<file path="config.mk">
export PLATFORM = sky130hd
export DESIGN_NAME = thnc_win_cell
export DESIGN_NICKNAME = d
export VERILOG_FILES = /design/src/sv/thnc_pkg.sv /design/src/sv/thnc_win_cell.sv
export SDC_FILE = /design/constraint.sdc
export NUM_CORES = 1
export LEC_CHECK = 0
export BUFFER_PORTS_ARGS = -buffer_cell sky130_fd_sc_hd__buf_4
export CAP_MARGIN = 20
export CORE_MARGIN = 5
export CORE_UTILIZATION = 41
export CTS_CLUSTER_SIZE = 16
export DETAILED_ROUTE_END_ITERATION = 8
export GPL_TIMING_DRIVEN = 0
export PLACE_DENSITY_LB_ADDON = 0.12
export SLEW_MARGIN = 30
export SYNTH_ARGS = -nofsm -noshare
export SYNTH_HDL_FRONTEND = slang
export SYNTH_SLANG_ARGS = --single-unit
</file>
<file path="constraint.sdc">
create_clock -name i_clk -period 1.1 [get_ports i_clk]
set_input_delay 0.055 -clock i_clk [delete_from_list [all_inputs] [get_ports i_clk]]
set_output_delay 0.055 -clock i_clk [all_outputs]
set_load 0.005 [all_outputs]
</file>
<file path="src/sv/thnc_pkg.sv">
// Shared constants and types for the temporal history neighborhood clamp.
package thnc_pkg;

    // Defaults for the top-level parameters
    localparam int MAX_WIDTH_DEF    = 2048;
    localparam int CHANNEL_BITS_DEF = 8;

    // Color channels per pixel and window columns in the chain
    localparam int NCH  = 3;
    localparam int NCOL = 3;

    // Configuration port
    localparam int ADDR_W   = 4;
    localparam int DATA_W   = 32;
    localparam int CFG_W    = 12;
    localparam int WEIGHT_W = 9;

    localparam logic [CFG_W-1:0]    WIDTH_RST  = 12'd1920;
    localparam logic [CFG_W-1:0]    HEIGHT_RST = 12'd1080;
    localparam logic [WEIGHT_W-1:0] WEIGHT_RST = 9'd230;
    localparam logic [WEIGHT_W-1:0] WEIGHT_ONE = 9'd256;

    typedef enum logic [1:0] {
        REG_WIDTH  = 2'd0,
        REG_HEIGHT = 2'd1,
        REG_WEIGHT = 2'd2
    } t_reg_idx;

    // Output queue sizing: ready drops once the queue holds READY_LIMIT words,
    // which leaves room for everything still in the pipeline.
    localparam int FIFO_DEPTH  = 16;
    localparam int READY_LIMIT = 6;

    // Per-item control carried into the window stage
    typedef struct packed {
        logic first;   // column 0: window refills
        logic last;    // last column: a second result follows
        logic drain;   // drain item, lower row repeats the middle row
        logic row1;    // second row: upper row repeats the middle row
    } t_item_ctl;

    typedef struct packed {
        logic row_end;
        logic frame_end;
    } t_flags;

endpackage

</file>
<file path="src/sv/thnc_win_cell.sv">
// One window column cell: holds the per-channel min/max of one 3-pixel column.
module thnc_win_cell #(
    parameter int CB = 8
) (
    input  logic                             i_clk,
    input  logic                             i_en,
    input  logic                             i_sel_col,
    input  logic [thnc_pkg::NCH-1:0][CB-1:0] i_prev_lo,
    input  logic [thnc_pkg::NCH-1:0][CB-1:0] i_prev_hi,
    input  logic [thnc_pkg::NCH-1:0][CB-1:0] i_col_lo,
    input  logic [thnc_pkg::NCH-1:0][CB-1:0] i_col_hi,
    output logic [thnc_pkg::NCH-1:0][CB-1:0] o_lo,
    output logic [thnc_pkg::NCH-1:0][CB-1:0] o_hi
);
    import thnc_pkg::*;

    logic [NCH-1:0][CB-1:0] r_lo;
    logic [NCH-1:0][CB-1:0] r_hi;

    // take the fresh column or the neighbor's summary
    always_ff @(posedge i_clk) begin
        if (i_en) begin
            r_lo <= i_sel_col ? i_col_lo : i_prev_lo;
            r_hi <= i_sel_col ? i_col_hi : i_prev_hi;
        end
    end

    assign o_lo = r_lo;
    assign o_hi = r_hi;

endmodule

</file>
==> reports/summary.txt <==
Number of synthesized register bits = 48
Post-cts sizing count = 0
Crit path largest cell delay = 0.40 ns
Tightest Pin Transition = 0.624 ns
Crit path max-delay cell type = edfxtp_1
Total CTS buffers = 5
F_max = 1110 MHz
CTS hold repair buffers = 0
Vias per cell = 4.61
Top cell type's share of synthesized area = 68.6%
Final Hold Vio Count = 0
Syn_area_per_cell = 20.8 µm²
CTS tree = done
Input/output buffers = 145
Unrepaired setup endpoints after global routing = no
Pleak = 1.51 nW
Antenna violations before repair = 0
Cells after Synth = 101
Yosys warns = 0
Cell with the most instances after synthesis = edfxtp_1
Final Setup Violations = 0
Ys async rst share = 0%
Number of global-route vias before repair = 1,509
# IOs = 147
Grt ovf = 0
Post-synth top area cell = edfxtp_1
Die Y-Extent = 81.6 µm
CTS clk-pin slew, worst paths = 0.08 ns
Die Wd = 81.6 µm
Antenna diodes = 0
Netlist Area Pre-Place = 2100 µm²
Crit path DAT = 0.84 ns
PD cells = 1210 nW/µm²
Detailed Route Iter0 Violations = 58
Status = finished, final reports clean
Critical path buffers and inverters = 1
Initial Util = 41.7%
Die ar. = 6660 µm²
Remaining routing DRC violations = 0
DP Area = 3280 µm²
Peak VDD IR = 0.000626 V
Final ANT Viol Nets = 0
Family with the most delay on the worst path = flip-flops
Maximum clock path buffer count = 2
Synth top area cells = edfxtp_1 69%, mux2_2 15%, mux2_4 14%
CP endpoint kind = output pin
Count of cell types in the netlist = 5
Overall routing resource usage = 14.9%
Hold Crit Class = in -> reg
Synth cell count leaders = 48 x edfxtp_1, 28 x mux2_2, 20 x mux2_4
Period minus WS final = 0.899 ns
WHS = 0.0518 ns
Max-slew violations = 0
Max cap viols = 0
Rel. slew slack = 58.4%
Post-DP HPWL = 4.07 mm
Total wire length = 5.17 mm
Hold depth = 2
Rows = 26
Commonest register cell after synthesis = edfxtp_1
Sink Count = 48
Worst Setup Start Kind = flip-flop
EDFF count, synth = 48
Worst setup path class = reg -> out
Layout cells sized above 1 = 79.9%
Root Driver = clkbuf_8
Global-route wire length before repair = 7.19 mm
Final Cycle Share = 81.7%
Design Area, Final = 3360 µm²
Synthesis-to-layout area growth = 59.8%
Post-CTS Setup Bufs = 0
CP Max Fanout = 1
Syn nets = 200
Worst EP required = 1.04 ns
WHS Endpoint = o_hi[18]$_DFFE_PP_
Sequential fraction of the synthesis area = 68.6%
Worst Hold Launch = i_prev_hi[18]
Final nets = 352
Core area = 5040 µm²
Worst-path cell chain = buf_4
Average wire per standard cell = 16.0 µm
Drt pass-1 iters = 3
Setup TNS = 0 ns
Largest net degree at the start of global routing = 49
Final GP Congestion = 0.752
H-tree levels = 2
Vias = 1,493
[per-layer routing]
layer / wire length, µm / vias up / global-route usage, %
met3: 685 / 5 / 6.25
li1: - / 700 / -
met4: 80 / 0 / 6.48
met2: 2730 / 89 / 27.9
met5: 0 / - / 0
met1: 1670 / 699 / 13.9
[worst max path at each step]
stage / from / end / slack (ns) / cells after the start
floorplan: i_sel_col / o_hi[10]$_DFFE_PP_ / 0.21 / 3
global placement: i_sel_col / o_hi[9]$_DFFE_PP_ / 0.14 / 3
detailed placement: i_sel_col / o_hi[9]$_DFFE_PP_ / 0.13 / 3
CTS: o_hi[9]$_DFFE_PP_ / o_hi[9] / 0.18 / 1
global route: o_hi[1]$_DFFE_PP_ / o_hi[1] / 0.16 / 1
finish: o_hi[1]$_DFFE_PP_ / o_hi[1] / 0.20 / 1
[logic make-up after synthesis]
logic type | Yosys count | share of synthesized area, %
buffers and inverters | 5 | 2.08
flip-flops | 48 | 68.6
multiplexers | 48 | 29.3
[registers in the layout (all words and copies together), names as in the netlist]
register,flops
o_hi,24
o_lo,24
[stage by stage]
stage / std cells / utilization [%] / worst slack (ns) / power, mW
3_3_place_gp: 316 / 65.0 / 0.144 / 3.09
3_5_place_dp: 316 / 65.0 / 0.128 / 3.12
2_1_floorplan: 101 / - / 0.207 / 2.54
4_1_cts: 324 / 66.6 / 0.184 / 4.10
5_1_grt: 324 / 66.6 / 0.161 / 4.24
6_report: 324 / 66.6 / 0.201 / 4.05
[cell type report]
class,instances,area (µm²)
tap,70,87.6
multi-input combinational,48,616
sequential,48,1440
buffer,5,43.8
timing repair buffer,145,1090
fill,375,1690
clock inverter,1,3.75
clock buffer,7,76.3
[power by group]
| group | internal, mW | leakage (nW) | switching, mW |
|---|---|---|---|
| clock | 0.443 | 0.0399 | 0.544 |
| sequential | 2.21 | 0.470 | 0.0454 |
| combinational | 0.567 | 0.997 | 0.240 |
| total | 3.22 | 1.51 | 0.829 |
[placed cells by master (no fill, tap or decap), drive strengths merged]
master / count
mux2: 48
buf: 150
edfxtp: 48
clkinv: 1
clkbuf: 7
Power figures use the tool's default switching activity.
