<file path="src/sv/thnc_ofifo.sv">
// Small register-based output queue, one push and one pop per cycle.
module thnc_ofifo #(
    parameter int WIDTH = 26,
    parameter int DEPTH = 16
) (
    input  logic                       i_clk,
    input  logic                       i_rst_n,
    input  logic                       i_push,
    input  logic [WIDTH-1:0]           i_data,
    input  logic                       i_pop,
    output logic [WIDTH-1:0]           o_data,
    output logic [$clog2(DEPTH+1)-1:0] o_count
);

    localparam int AW   = $clog2(DEPTH);
    localparam int CNTW = $clog2(DEPTH + 1);

    logic [WIDTH-1:0] r_mem [DEPTH];
    logic [AW-1:0]    r_wp;
    logic [AW-1:0]    r_rp;
    logic [CNTW-1:0]  r_count;

    function automatic logic [AW-1:0] ptr_inc(input logic [AW-1:0] p);
        ptr_inc = (p == AW'(DEPTH - 1)) ? '0 : p + 1'b1;
    endfunction

    always_ff @(posedge i_clk) begin
        if (!i_rst_n) begin
            r_wp    <= '0;
            r_rp    <= '0;
            r_count <= '0;
        end else begin
            if (i_push) begin
                r_wp <= ptr_inc(r_wp);
            end
            if (i_pop) begin
                r_rp <= ptr_inc(r_rp);
            end
            if (i_push && !i_pop) begin
                r_count <= r_count + 1'b1;
            end else if (!i_push && i_pop) begin
                r_count <= r_count - 1'b1;
            end
        end
        if (i_push) begin
            r_mem[r_wp] <= i_data;
        end
    end

    assign o_data  = r_mem[r_rp];
    assign o_count = r_count;

`ifndef SYNTHESIS
    a_no_overflow: assert property (@(posedge i_clk) disable iff (!i_rst_n)
        i_push && !i_pop |-> r_count < CNTW'(DEPTH))
        else $error("output queue overflow");
`endif

endmodule

</file>
<file path="config.mk">
export PLATFORM = sky130hd
export DESIGN_NAME = thnc_ofifo
export DESIGN_NICKNAME = d
export VERILOG_FILES = /design/src/sv/thnc_ofifo.sv
export SDC_FILE = /design/constraint.sdc
export NUM_CORES = 1
export LEC_CHECK = 0
export BUFFER_PORTS_ARGS = -buffer_cell sky130_fd_sc_hd__buf_2
export CAP_MARGIN = 20
export CORE_ASPECT_RATIO = 0.75
export CORE_MARGIN = 4
export CORE_UTILIZATION = 60
export CTS_CLUSTER_DIAMETER = 200
export DETAILED_ROUTE_END_ITERATION = 8
export PLACE_DENSITY = 0.8
export SLEW_MARGIN = 30
export SYNTH_ARGS = -nofsm -noshare
export SYNTH_HDL_FRONTEND = slang
export SYNTH_SLANG_ARGS = --single-unit
</file>
<file path="constraint.sdc">
create_clock -name i_clk -period 4.3 [get_ports i_clk]
set_input_delay 0.86 -clock i_clk [delete_from_list [all_inputs] [get_ports i_clk]]
set_output_delay 0.86 -clock i_clk [all_outputs]
set_load 0.05 [all_outputs]
</file>
==> results.py <==
metrics = {
    "grt": {
        "grt_max_degree": 105,
        "grt_pass1_wl_mm": 52.1,
        "first_global_vias": 8175,
        "grt_overflow_total": 0,
        "antenna_violations_before_repair": 1,
        "gr-usage-all-layers_pct": 23.8,
    },
    "critical_path": {
        "required_ns": 3.44,
        "end_kind": "output pin",
        "crit_path_start_kind": "flop",
        "path_class": "flop to output pin",
        "setup.reg_to_reg.worst_slack_ns": 2.01,
        "regToRegEndpoint": "r_mem[7][20]",
        "cp_data_arrival_time_ns": 2.75,
        "critical_path_peak_fanout": 52,
        "reg2reg_depth": 4,
        "reg2reg_from": "r_wp[2]",
    },
    "timing": {
        "slew_violations": 0,
        "finClkSkew_ns": 0.0148,
        "total_negative_setup_slacks_ns": 0,
        "hold_viol": 0,
        "final-setup-viol-count": 0,
        "worst_slew_slack_as_a_fraction_of_its_limit_pct": 43.3,
        "rsz_0062_raised_after_global_routing": "false",
        "tightestPinTransition_ns": 0.851,
        "post-route-period-util_pct": 84.0,
        "timing.final.crit_period_ns": 3.61,
        "timing.hold.ws_ns": 0.472,
        "achievable-frequency_mhz": 277,
    },
    "synthesis": {
        "post-synth-top-area-cell": "edfxtp_1",
        "post-synth-top-area-fraction_pct": 75.7,
        "synth-edff-count": 416,
        "synth_seq_area_share_pct": 77.8,
        "synth_cell_types": 32,
        "ys.flop_type": "edfxtp_1",
        "yosys_warnings": 0,
        "synthTopCellsByArea": "edfxtp_1 76%, mux4_2 14%, a22oi_1 2.4%",
        "library_cell_with_the_highest_instance_count_after_synthesis": "edfxtp_1",
        "synth_seq_cells": 433,
        "syn_area_per_cell_um2": 22.1,
        "async_reset_ff_share_pct": 0,
        "mappedNetlistNets": 786,
        "synthesis.instances": 746,
        "synth_top_cells_by_count": "416 x edfxtp_1, 104 x mux4_2, 52 x a22oi_1",
        "mappedNetlistArea_mm2": 0.0165,
    },
    "detailed_routing": {
        "post_drt_wl_per_cell_um": 28.6,
        "dr_total_vias": 7968,
        "drtPass1Iterations": 5,
        "first_iter_violations": 1000,
        "avgViaCountPerCell": 6.53,
        "detail_route.drc_violations": 0,
        "ant_nets": 0,
        "postRouteWirelength_mm": 34.9,
    },
    "run": {
        "max_cap_viol_count": 0,
    },
    "worst_hold_path": {
        "worst_hold_path.num_cells": 2,
        "min-delay-path-class": "flop to flop",
        "worstHoldEndpoint": "o_count[4]",
        "hold_path.startpoint": "o_count[4]",
    },
    "power": {
        "peakVddDrop_mv": 0.469,
        "cellPowerDensity_mw_per_mm2": 468,
        "cell_leakage_power_nw": 5.97,
        "clock_power_share_pct": 38.4,
        "switching_share_of_total_power_pct": 21.9,
        "p_int_w": 0.00677,
        "switching_power_w": 0.00190,
        "overall_power_w": 0.00867,
        "p_seq_share_pct": 54.4,
        "power.share.combinational_pct": 7.3,
    },
    "floorplan": {
        "die_area_mm2": 0.0302,
        "num_rows": 52,
        "die_h_um": 152,
        "dieWidth_um": 199,
        "boundaryPins": 61,
        "placeableCoreArea_mm2": 0.0270,
        "start_util_pct": 61.1,
    },
    "final_layout": {
        "final_layout_size_suffix_gt1_share_pct": 29.1,
        "final_design_area_no_fill_mm2": 0.0185,
        "area_growth_pct": 12.3,
        "area.sequential_mm2": 0.0128,
        "layout.nets": 877,
        "finalCoreUtilization_pct": 68.6,
        "fillers": 1583,
        "combined_area_of_the_multi_input_logic_cells_mm2": 0.00345,
    },
    "clocking": {
        "clock_network_latency_to_the_later_pin_of_the_worst_skew_pair_ns": 0.54,
        "tritoncts": "done",
        "clk_pin_slew_worst_paths_ns": 0.06,
        "post_cts_setup_repair_buffer_count": 0,
        "ctsResizeCount": 0,
        "cts_inserted_buffers": 40,
        "sinks_on_the_clock_net": 433,
        "ctsLongestPathBuffers": 3,
        "cts-root-buf": "clkbuf_16",
        "cts_hold_buf": 0,
        "cts.htree.levels": 2,
    },
    "placement": {
        "globalplace.congestion": 0.746,
        "postPlaceCellArea_mm2": 0.0173,
        "detailed_place_hpwl_mm": 18.3,
        "port_buffers": 60,
    },
    "outcome": {
        "outcome": "finished, final reports clean",
    },
}
==> flip-flops by register name (all words and copies together) (netlist names), named ones only <==
register  flops
o_count       5
r_mem       416
r_rp          4
r_wp          4
==> power groups by stage <==
stage / registers (W) / logic, W / clock network (W)
4_1_cts: 0.00471 / 0.000634 / 0.00337
6_report: 0.00471 / 0.000630 / 0.00333
3_5_place_dp: 0.00480 / 0.000630 / 0
3_3_place_gp: 0.00480 / 0.000600 / 0
5_1_grt: 0.00471 / 0.000675 / 0.00358
2_1_floorplan: 0.00482 / 0.000432 / 0
==> stage by stage <==
| step | instances | worst slack (ns) |
|---|---|---|
| global placement | 1146 | 1.24 |
| global route | 1217 | 0.504 |
| finish | 1220 | 0.688 |
| CTS | 1217 | 0.618 |
| detailed placement | 1146 | 1.21 |
| floorplan | 746 | 1.65 |
==> worst max-delay path by stage <==
stage / end / depth (start not counted)
CTS: o_data[13] / 5
finish: o_data[15] / 5
global route: o_data[13] / 5
floorplan: o_data[18] / 6
detailed placement: o_data[15] / 5
global placement: o_data[15] / 5
==> layer usage <==
layer,vias to the layer above,routed length [um],track usage [%]
met3,49,3190,4.80
li1,3303,-,-
met2,445,18200,41.0
met4,2,522,5.16
met1,4169,12900,32.5
met5,-,13,0
==> cell families after synthesis <==
family / after synthesis / synth area share (%)
simple gates: 81 / 2.50
buf+inv: 44 / 1.40
xor+xnor: 4 / 0.212
flops: 433 / 77.8
fa+ha+maj: 10 / 0.804
mux: 109 / 14.5
compound gates: 65 / 2.80
==> critical path, cell delays in order, from the launching register on <==
cell     delay, ns
dfxtp_4       0.89
buf_4         0.37
mux4_2        0.33
a22oi_1       0.24
nand2_1       0.13
buf_2         0.23
==> layout make-up <==
type | count | share of cell area [%]
Antenna cell | 3 | 0.0405
Clock buffer | 51 | 5.74
Clock inverter | 20 | 0.810
Inverter | 6 | 0.122
Multi-Input combinational cell | 269 | 18.6
Sequential cell | 433 | 69.3
Tap cell | 351 | 2.37
Timing Repair Buffer | 87 | 3.05
==> cells in the final DEF (no fill, tap or decap), drive strengths merged, types with 3 or more instances in the layout <==
master / n
a21oi: 4
a22oi: 52
and2: 25
buf: 87
clkbuf: 51
clkinv: 15
dfxtp: 17
diode: 3
edfxtp: 416
ha: 9
inv: 7
mux2i: 4
mux4: 104
nand2: 33
nand3: 5
nor2: 6
nor2b: 4
o21ai: 6
xnor2: 3
Power figures use the tool's default switching activity.
