### config.mk
export PLATFORM = sky130hd
export DESIGN_NAME = thnc_blend
export DESIGN_NICKNAME = d
export VERILOG_FILES = /design/src/sv/thnc_pkg.sv /design/src/sv/thnc_blend.sv
export SDC_FILE = /design/constraint.sdc
export NUM_CORES = 1
export LEC_CHECK = 0
export ABC_AREA = 1
export ABC_CLOCK_PERIOD_IN_PS = 6750
export BUFFER_PORTS_ARGS = -buffer_cell sky130_fd_sc_hd__buf_2
export CAP_MARGIN = 15
export CORE_MARGIN = 1
export CORE_UTILIZATION = 45
export DETAILED_ROUTE_END_ITERATION = 7
export REMOVE_ABC_BUFFERS = 1
export SLEW_MARGIN = 20
export SYNTH_ARGS = -nofsm -noshare
export SYNTH_HDL_FRONTEND = slang
export SYNTH_SLANG_ARGS = --single-unit
### constraint.sdc
create_clock -name i_clk -period 6.75 [get_ports i_clk]
set_input_delay 0.3375 -clock i_clk [delete_from_list [all_inputs] [get_ports i_clk]]
set_output_delay 0.3375 -clock i_clk [all_outputs]
set_load 0.005 [all_outputs]
### src/sv/thnc_pkg.sv
// Shared constants and types for the temporal history neighborhood clamp.
package thnc_pkg;

    // Defaults for the top-level parameters
    localparam int MAX_WIDTH_DEF    = 2048;
    localparam int CHANNEL_BITS_DEF = 8;

    // Color channels per pixel and window columns in the chain
    localparam int NCH  = 3;
    localparam int NCOL = 3;

    // Configuration port
    localparam int ADDR_W   = 4;
    localparam int DATA_W   = 32;
    localparam int CFG_W    = 12;
    localparam int WEIGHT_W = 9;

    localparam logic [CFG_W-1:0]    WIDTH_RST  = 12'd1920;
    localparam logic [CFG_W-1:0]    HEIGHT_RST = 12'd1080;
    localparam logic [WEIGHT_W-1:0] WEIGHT_RST = 9'd230;
    localparam logic [WEIGHT_W-1:0] WEIGHT_ONE = 9'd256;

    typedef enum logic [1:0] {
        REG_WIDTH  = 2'd0,
        REG_HEIGHT = 2'd1,
        REG_WEIGHT = 2'd2
    } t_reg_idx;

    // Output queue sizing: ready drops once the queue holds READY_LIMIT words,
    // which leaves room for everything still in the pipeline.
    localparam int FIFO_DEPTH  = 16;
    localparam int READY_LIMIT = 6;

    // Per-item control carried into the window stage
    typedef struct packed {
        logic first;   // column 0: window refills
        logic last;    // last column: a second result follows
        logic drain;   // drain item, lower row repeats the middle row
        logic row1;    // second row: upper row repeats the middle row
    } t_item_ctl;

    typedef struct packed {
        logic row_end;
        logic frame_end;
    } t_flags;

endpackage

### src/sv/thnc_blend.sv
// Clamp of history into the neighborhood range, then Q8 blend toward it.
module thnc_blend #(
    parameter int CB = 8
) (
    input  logic                                  i_clk,
    input  logic                                  i_rst_n,
    input  logic                                  i_valid,
    input  logic [thnc_pkg::NCH-1:0][CB-1:0]      i_lo,
    input  logic [thnc_pkg::NCH-1:0][CB-1:0]      i_hi,
    input  logic [thnc_pkg::NCH-1:0][CB-1:0]      i_cur,
    input  logic [thnc_pkg::NCH-1:0][CB-1:0]      i_hist,
    input  thnc_pkg::t_flags                      i_flags,
    input  logic [thnc_pkg::WEIGHT_W-1:0]         i_weight,
    output logic                                  o_valid,
    output logic [thnc_pkg::NCH-1:0][CB-1:0]      o_color,
    output thnc_pkg::t_flags                      o_flags
);
    import thnc_pkg::*;

    localparam int PW = CB + 11;

    logic                   r_x_valid;
    logic [NCH-1:0][CB-1:0] r_x_h;
    logic [NCH-1:0][CB-1:0] r_x_cur;
    t_flags                 r_x_flags;

    logic [NCH-1:0][CB-1:0] w_h;
    logic [NCH-1:0][CB-1:0] w_mix;

    // stage 1: clamp
    always_comb begin
        for (int ch = 0; ch < NCH; ch++) begin
            w_h[ch] = (i_hist[ch] < i_lo[ch]) ? i_lo[ch] : i_hist[ch];
            if (w_h[ch] > i_hi[ch]) begin
                w_h[ch] = i_hi[ch];
            end
        end
    end

    always_ff @(posedge i_clk) begin
        if (!i_rst_n) begin
            r_x_valid <= 1'b0;
        end else begin
            r_x_valid <= i_valid;
        end
        r_x_h     <= w_h;
        r_x_cur   <= i_cur;
        r_x_flags <= i_flags;
    end

    // stage 2: cur*256 + w*(h - cur) + 128, one multiply per channel
    always_comb begin
        logic signed [WEIGHT_W:0] wt;
        logic signed [CB:0]       diff;
        logic signed [PW-1:0]     prod;
        logic signed [PW-1:0]     base;
        logic signed [PW-1:0]     num;
        wt = $signed({1'b0, i_weight});
        for (int ch = 0; ch < NCH; ch++) begin
            diff      = $signed({1'b0, r_x_h[ch]}) - $signed({1'b0, r_x_cur[ch]});
            prod      = PW'(wt) * PW'(diff);
            base      = $signed({3'b000, r_x_cur[ch], 8'h80});
            num       = base + prod;
            w_mix[ch] = num[CB+7:8];
        end
    end

    always_ff @(posedge i_clk) begin
        if (!i_rst_n) begin
            o_valid <= 1'b0;
        end else begin
            o_valid <= r_x_valid;
        end
        o_color <= w_mix;
        o_flags <= r_x_flags;
    end

endmodule

==> out/results.ini, run 1 <==
[yosys]
avgSynthCellArea_um2 = 7.56
synth_top_family_by_area = adder cells
synth-simple-area-share_pct = 19.9
async_flop_share_pct = 0
syn_area_um2 = 12400
synth_edf_count = 0
synthAdderAreaFrac_pct = 44.8
synth.distinct_cells = 42
synth_flop_cell = dfxtp_1
syn_inst = 1640
yosys_warnings = 0
ys_ff_latch = 78
muxShareOfSynthArea_pct = 0
synth_compound_area_share_pct = 5.80
synth_xor_area_share_pct = 3.10
seq_area_frac_synth_pct = 12.6

[die]
fp-row-count = 60
core_region_area_um2 = 27000
initial_core_util_pct = 46.0
die-area_um2 = 28200
fp.dieW_um = 168
ios = 137
fp.dieH_um = 168

[setup_path]
slowest_delay_ps = 540
r2r_slack_ps = 720
crit_family = adder cells
critPathBufInv = 6
critPathKind = flip-flop to flip-flop
start_kind = flip-flop
crit_path_end_kind = flip-flop
arrival_ps = 6270
cp.required_ps = 6990
cp_num_cells = 25
regToRegStartpoint = r_x_h[8]$_DFF_P_
crit_fanout = 5
r2r_cells = 25
r2r-end = o_color[15]$_DFF_P_
cp_slowest_cell = fa_1

[sta]
rsz0062_at_grt = no
layout_min_cycle_time_ps = 6030
fin_worst_skew_ps = 7.26
finalHoldViolCount = 0
setup_viol = 0
max_slew.worst_pin.slew_ps = 882
max_slew_margin_pct = 40.8
slew_viol_final = 0
fin_tns_setup_ps = 0
fmax_ghz = 0.166
period_share_pct = 89.3

[min_path]
min_to = r_x_cur[6]$_DFF_P_
hold_depth = 1
min_from = i_cur[6]
hp-class = input pin to flip-flop

[global_route]
antenna_found_initial = 0
overflow = 0
grt_pass1_vias = 10000
grt_max_degree = 25
grt_pass1_wl_um = 46900
grt_usage_pct = 20.7

[run_status]
status = finished, final reports clean

[final_layout]
layout.area.seq_um2 = 1560
final_cell_count_no_fill = 2111
drive_gt1_share_pct = 10.6
fin_nets = 2214
fillCellCount = 2641
final_area_um2 = 13700
diodes = 0
area_delta_synth_final_pct = 10.8
multi_input_area_um2 = 9120

[placed_design]
port_buffers = 136
dp.cells = 2095
hpwl_um = 23100
gp_congestion = 0.837
dpl_cell_area_um2 = 13400

[clock_tree]
hold_buffers = 0
clockBufferDepth = 2
postCtsSetupRepairBufs = 0
cts_resized = 0
cts_max_level = 3
insertion_delay_ps = 360
clk_pin_slew_ps = 70
cts_tree = yes
numCtsBuffers = 9
root_buffer = clkbuf_16
clock_sinks = 78

[detailed_routing]
drc = 0
wirelength_um = 27400
wl_per_cell_um = 13.0
avgViaCountPerCell = 4.76
via_count = 10000
drt_iter0_markers = 502
final_antenna_net_count = 0
first_pass_iters = 5

[flow_run]
max_cap_viol_count = 0

worst register-to-register path, cell delays in order, from the launching register on:
cell and delay (ps):
dfxtp_1 310, inv_1 50, ha_1 200, fa_1 400, inv_1 70, nand3_1 60, nand2_1 130, xor2_1 460
inv_1 250, nor2_1 190, fa_1 460, fa_1 480, fa_1 530, fa_1 540, inv_1 50, fa_1 530
inv_1 40, ha_1 220, a21oi_1 260, nor2_1 70, nor2_1 90, nand3_1 80, nor2_1 210, inv_1 60
nand3_1 80, nand2_1 70
metal layers:
layer  routed length (um)  track usage, %
met5                    0               0
met4                  301            3.83
met3                  978            2.37
met2                13300            36.1
met1                12800            27.8
kinds of logic (layout without fill, tap and decap cells):
| kind of cell | Yosys count | after routing |
|---|---|---|
| DFF | 78 | 78 |
| AOI/OAI and AO/OA | 126 | 126 |
| buffers and inverters | 451 | 581 |
| xor gates and xnor gates | 43 | 43 |
| adders and majority gates | 339 | 339 |
| and+or+nand+nor | 603 | 603 |
worst max-delay path by stage:
stage	start	end	slack [ps]
floorplan	r_x_h[8]$_DFF_P_	o_color[13]$_DFF_P_	1190
global placement	r_x_h[8]$_DFF_P_	o_color[15]$_DFF_P_	800
detailed placement	r_x_h[8]$_DFF_P_	o_color[15]$_DFF_P_	750
CTS	r_x_h[8]$_DFF_P_	o_color[15]$_DFF_P_	730
global route	r_x_h[8]$_DFF_P_	o_color[15]$_DFF_P_	290
finish	r_x_h[8]$_DFF_P_	o_color[15]$_DFF_P_	720
per-stage QoR:
| stage | setup WS [ps] | hold slack (ps) | util (%) |
|---|---|---|---|
| after floorplan | 1190 | 310 | - |
| after global placement | 801 | 312 | 49.8 |
| after detailed placement | 751 | 318 | 49.8 |
| after CTS | 725 | 71.9 | 50.9 |
| after global routing | 287 | 69.7 | 50.9 |
| final | 723 | 74.1 | 50.9 |
registers in the layout, summed over array words and instances (netlist names):
signal	cells
o_color	24
r_x_cur	24
r_x_h	24
o_flags	2
r_x_flags	2
o_valid	1
r_x_valid	1
cell usage in the layout, fill, tap and decap left out, drive strengths merged, types with 6 or more instances in the layout:
master / instances
fa: 174
xnor2: 20
clkbuf: 10
a21oi: 56
o21bai: 6
nand3: 65
inv: 425
nor2: 130
nand4: 14
buf: 140
xor2: 23
dfxtp: 78
ha: 165
o21ai: 47
and2: 7
nand2: 383
Yosys cell counts (all sizes together) (14+ instances only):
cell type  instances  area [um2]
inv              423        1590
nand2            383        1470
fa               174        3480
ha               165        2060
nor2             130         495
dfxtp             78        1560
nand3             65         340
a21oi             56         288
o21ai             47         243
xor2              23         209
clkbuf            21        81.3
xnor2             20         175
nand4             14        93.8
final cells by class:
type                       instances  share of cell area (%)
sequential                        78                    11.4
clock inverter                     6                   0.501
timing repair buffer             140                    5.18
multi-input combinational       1111                    66.4
clock buffer                      10                    1.74
inverter                         425                    11.7
tap                              341                    3.11
Power of run 1 is left out: the tool's default activity adds up to more than one toggle a clock period on the data nets, which glitch-free logic cannot reach.
==> inputs of run 2 (changes only) <==
--- a/config.mk
+++ b/config.mk
@@ -9,6 +9,7 @@
 export ABC_CLOCK_PERIOD_IN_PS = 6750
 export BUFFER_PORTS_ARGS = -buffer_cell sky130_fd_sc_hd__buf_2
 export CAP_MARGIN = 15
+export CORE_ASPECT_RATIO = 1.1
 export CORE_MARGIN = 1
 export CORE_UTILIZATION = 45
 export DETAILED_ROUTE_END_ITERATION = 7
==> out/results.ini, run 2 (same netlist as run 1, synthesis figures left out) <==
[run_status]
status = finished, final reports clean

[detailed_routing]
wirelength_um = 28500
avgViaCountPerCell = 4.78
final_antenna_net_count = 0
drt_iter0_markers = 462
wl_per_cell_um = 13.4
via_count = 10200
drc = 0
first_pass_iters = 5

[die]
ios = 137
fp.dieH_um = 176
core_region_area_um2 = 27000
initial_core_util_pct = 45.8
fp-row-count = 63
die-area_um2 = 28200
fp.dieW_um = 160

[global_route]
grt_pass1_vias = 10400
grt_pass1_wl_um = 48800
antenna_found_initial = 0
grt_usage_pct = 21.7
overflow = 0
grt_max_degree = 25

[min_path]
hp-class = input pin to flip-flop

[sta]
layout_min_cycle_time_ps = 6000
rsz0062_at_grt = no
setup_viol = 0
period_share_pct = 88.8
fmax_ghz = 0.167
fin_tns_setup_ps = 0
max_slew.worst_pin.slew_ps = 865
finalHoldViolCount = 0
max_slew_margin_pct = 41.9
fin_worst_skew_ps = 9.78
slew_viol_final = 0

[clock_tree]
postCtsSetupRepairBufs = 0
cts_tree = yes
clockBufferDepth = 2
root_buffer = clkbuf_16
hold_buffers = 0
cts_max_level = 3
clock_sinks = 78
insertion_delay_ps = 360
numCtsBuffers = 9
cts_resized = 0
clk_pin_slew_ps = 70

[setup_path]
crit_end = o_color[15]$_DFF_P_
start_kind = flip-flop
critPathKind = flip-flop to flip-flop
arrival_ps = 6240
crit_start = r_x_h[8]$_DFF_P_
crit_fanout = 6
cp.required_ps = 6990
regToRegStartpoint = r_x_h[8]$_DFF_P_
r2r_slack_ps = 750
r2r_cells = 26
r2r-end = o_color[15]$_DFF_P_
crit_path_end_kind = flip-flop

[placed_design]
port_buffers = 136
gp_congestion = 0.902
hpwl_um = 23900

[final_layout]
multi_input_area_um2 = 9120
drive_gt1_share_pct = 10.5
final_common_cell = inv_1
fillCellCount = 2728
mostFrequentLayoutCells = 417 x inv_1, 372 x nand2_1, 174 x fa_1, 165 x ha_1, 136 x buf_2
reg_top3 = o_color (24), r_x_cur (24), r_x_h (24)
layout.area.seq_um2 = 1560
diodes = 0
area_delta_synth_final_pct = 10.6
fin_nets = 2214

[flow_run]
max_cap_viol_count = 0

## run 2: cell count changes in the layout (fill, tap and decap cells not counted), sizes merged
cell / previous run / this run
inv: 425 / 423
clkinvlp: 1 / 3
clkbuf: 10 / 11
bufinv: 1 / 0
## run 2: area by class of cell
| cell class | count | share of cell area [%] |
|---|---|---|
| inverters | 425 | 11.7 |
| repair buffers | 140 | 5.18 |
| clock inverters | 5 | 0.265 |
| multi-input cells | 1111 | 66.5 |
| well taps | 357 | 3.26 |
| flip-flops and latches | 78 | 11.4 |
| clock buffers | 11 | 1.70 |
## run 2: worst max-delay path: stages (launching register included)
cell and delay [ps]:
dfxtp_1 310, inv_1 50, ha_1 200, fa_1 400
inv_1 70, nand3_1 60, nand2_1 130, a31o_2 170
xor2_1 300, inv_1 180, nor2_1 140, fa_1 450
fa_1 530, fa_1 530, fa_1 540, inv_1 50
fa_1 520, inv_1 40, ha_1 210, a21oi_1 260
nor2_1 80, nor2_1 90, nand3_1 80, nor2_1 230
inv_1 70, nand3_1 90, nand2_1 80
## run 2: worst min path at each step
stage          slack, ps  cells after the start            startpoint                   to
2_1_floorplan        310                      0  r_x_flags[0]$_DFF_P_   o_flags[0]$_DFF_P_
3_3_place_gp         310                      0  r_x_flags[1]$_DFF_P_   o_flags[1]$_DFF_P_
3_5_place_dp         320                      0  r_x_flags[0]$_DFF_P_   o_flags[0]$_DFF_P_
4_1_cts               60                      1             i_cur[15]  r_x_cur[15]$_DFF_P_
5_1_grt               60                      1              i_cur[9]   r_x_cur[9]$_DFF_P_
6_report              80                      1             i_cur[15]  r_x_cur[15]$_DFF_P_
## run 2: stage by stage
step	utilization (%)	worst slack [ps]	std cells	hold WS, ps	cell area (um2)
3_5_place_dp	49.7	746	2111	317	13400
2_1_floorplan	-	1190	1614	310	12300
4_1_cts	50.7	723	2127	56.7	13700
5_1_grt	50.7	268	2127	61.1	13700
3_3_place_gp	49.7	807	2111	314	13400
6_report	50.7	754	2127	76.2	13700
## run 2: routing by layer
layer	GRT usage, %	wire length, um	vias to the layer above
li1	-	-	5140
met1	27.0	12700	4813
met2	39.5	14300	188
met3	2.37	926	35
met4	5.95	536	0
met5	0	0	-
Power of run 2 is left out for the same reason.
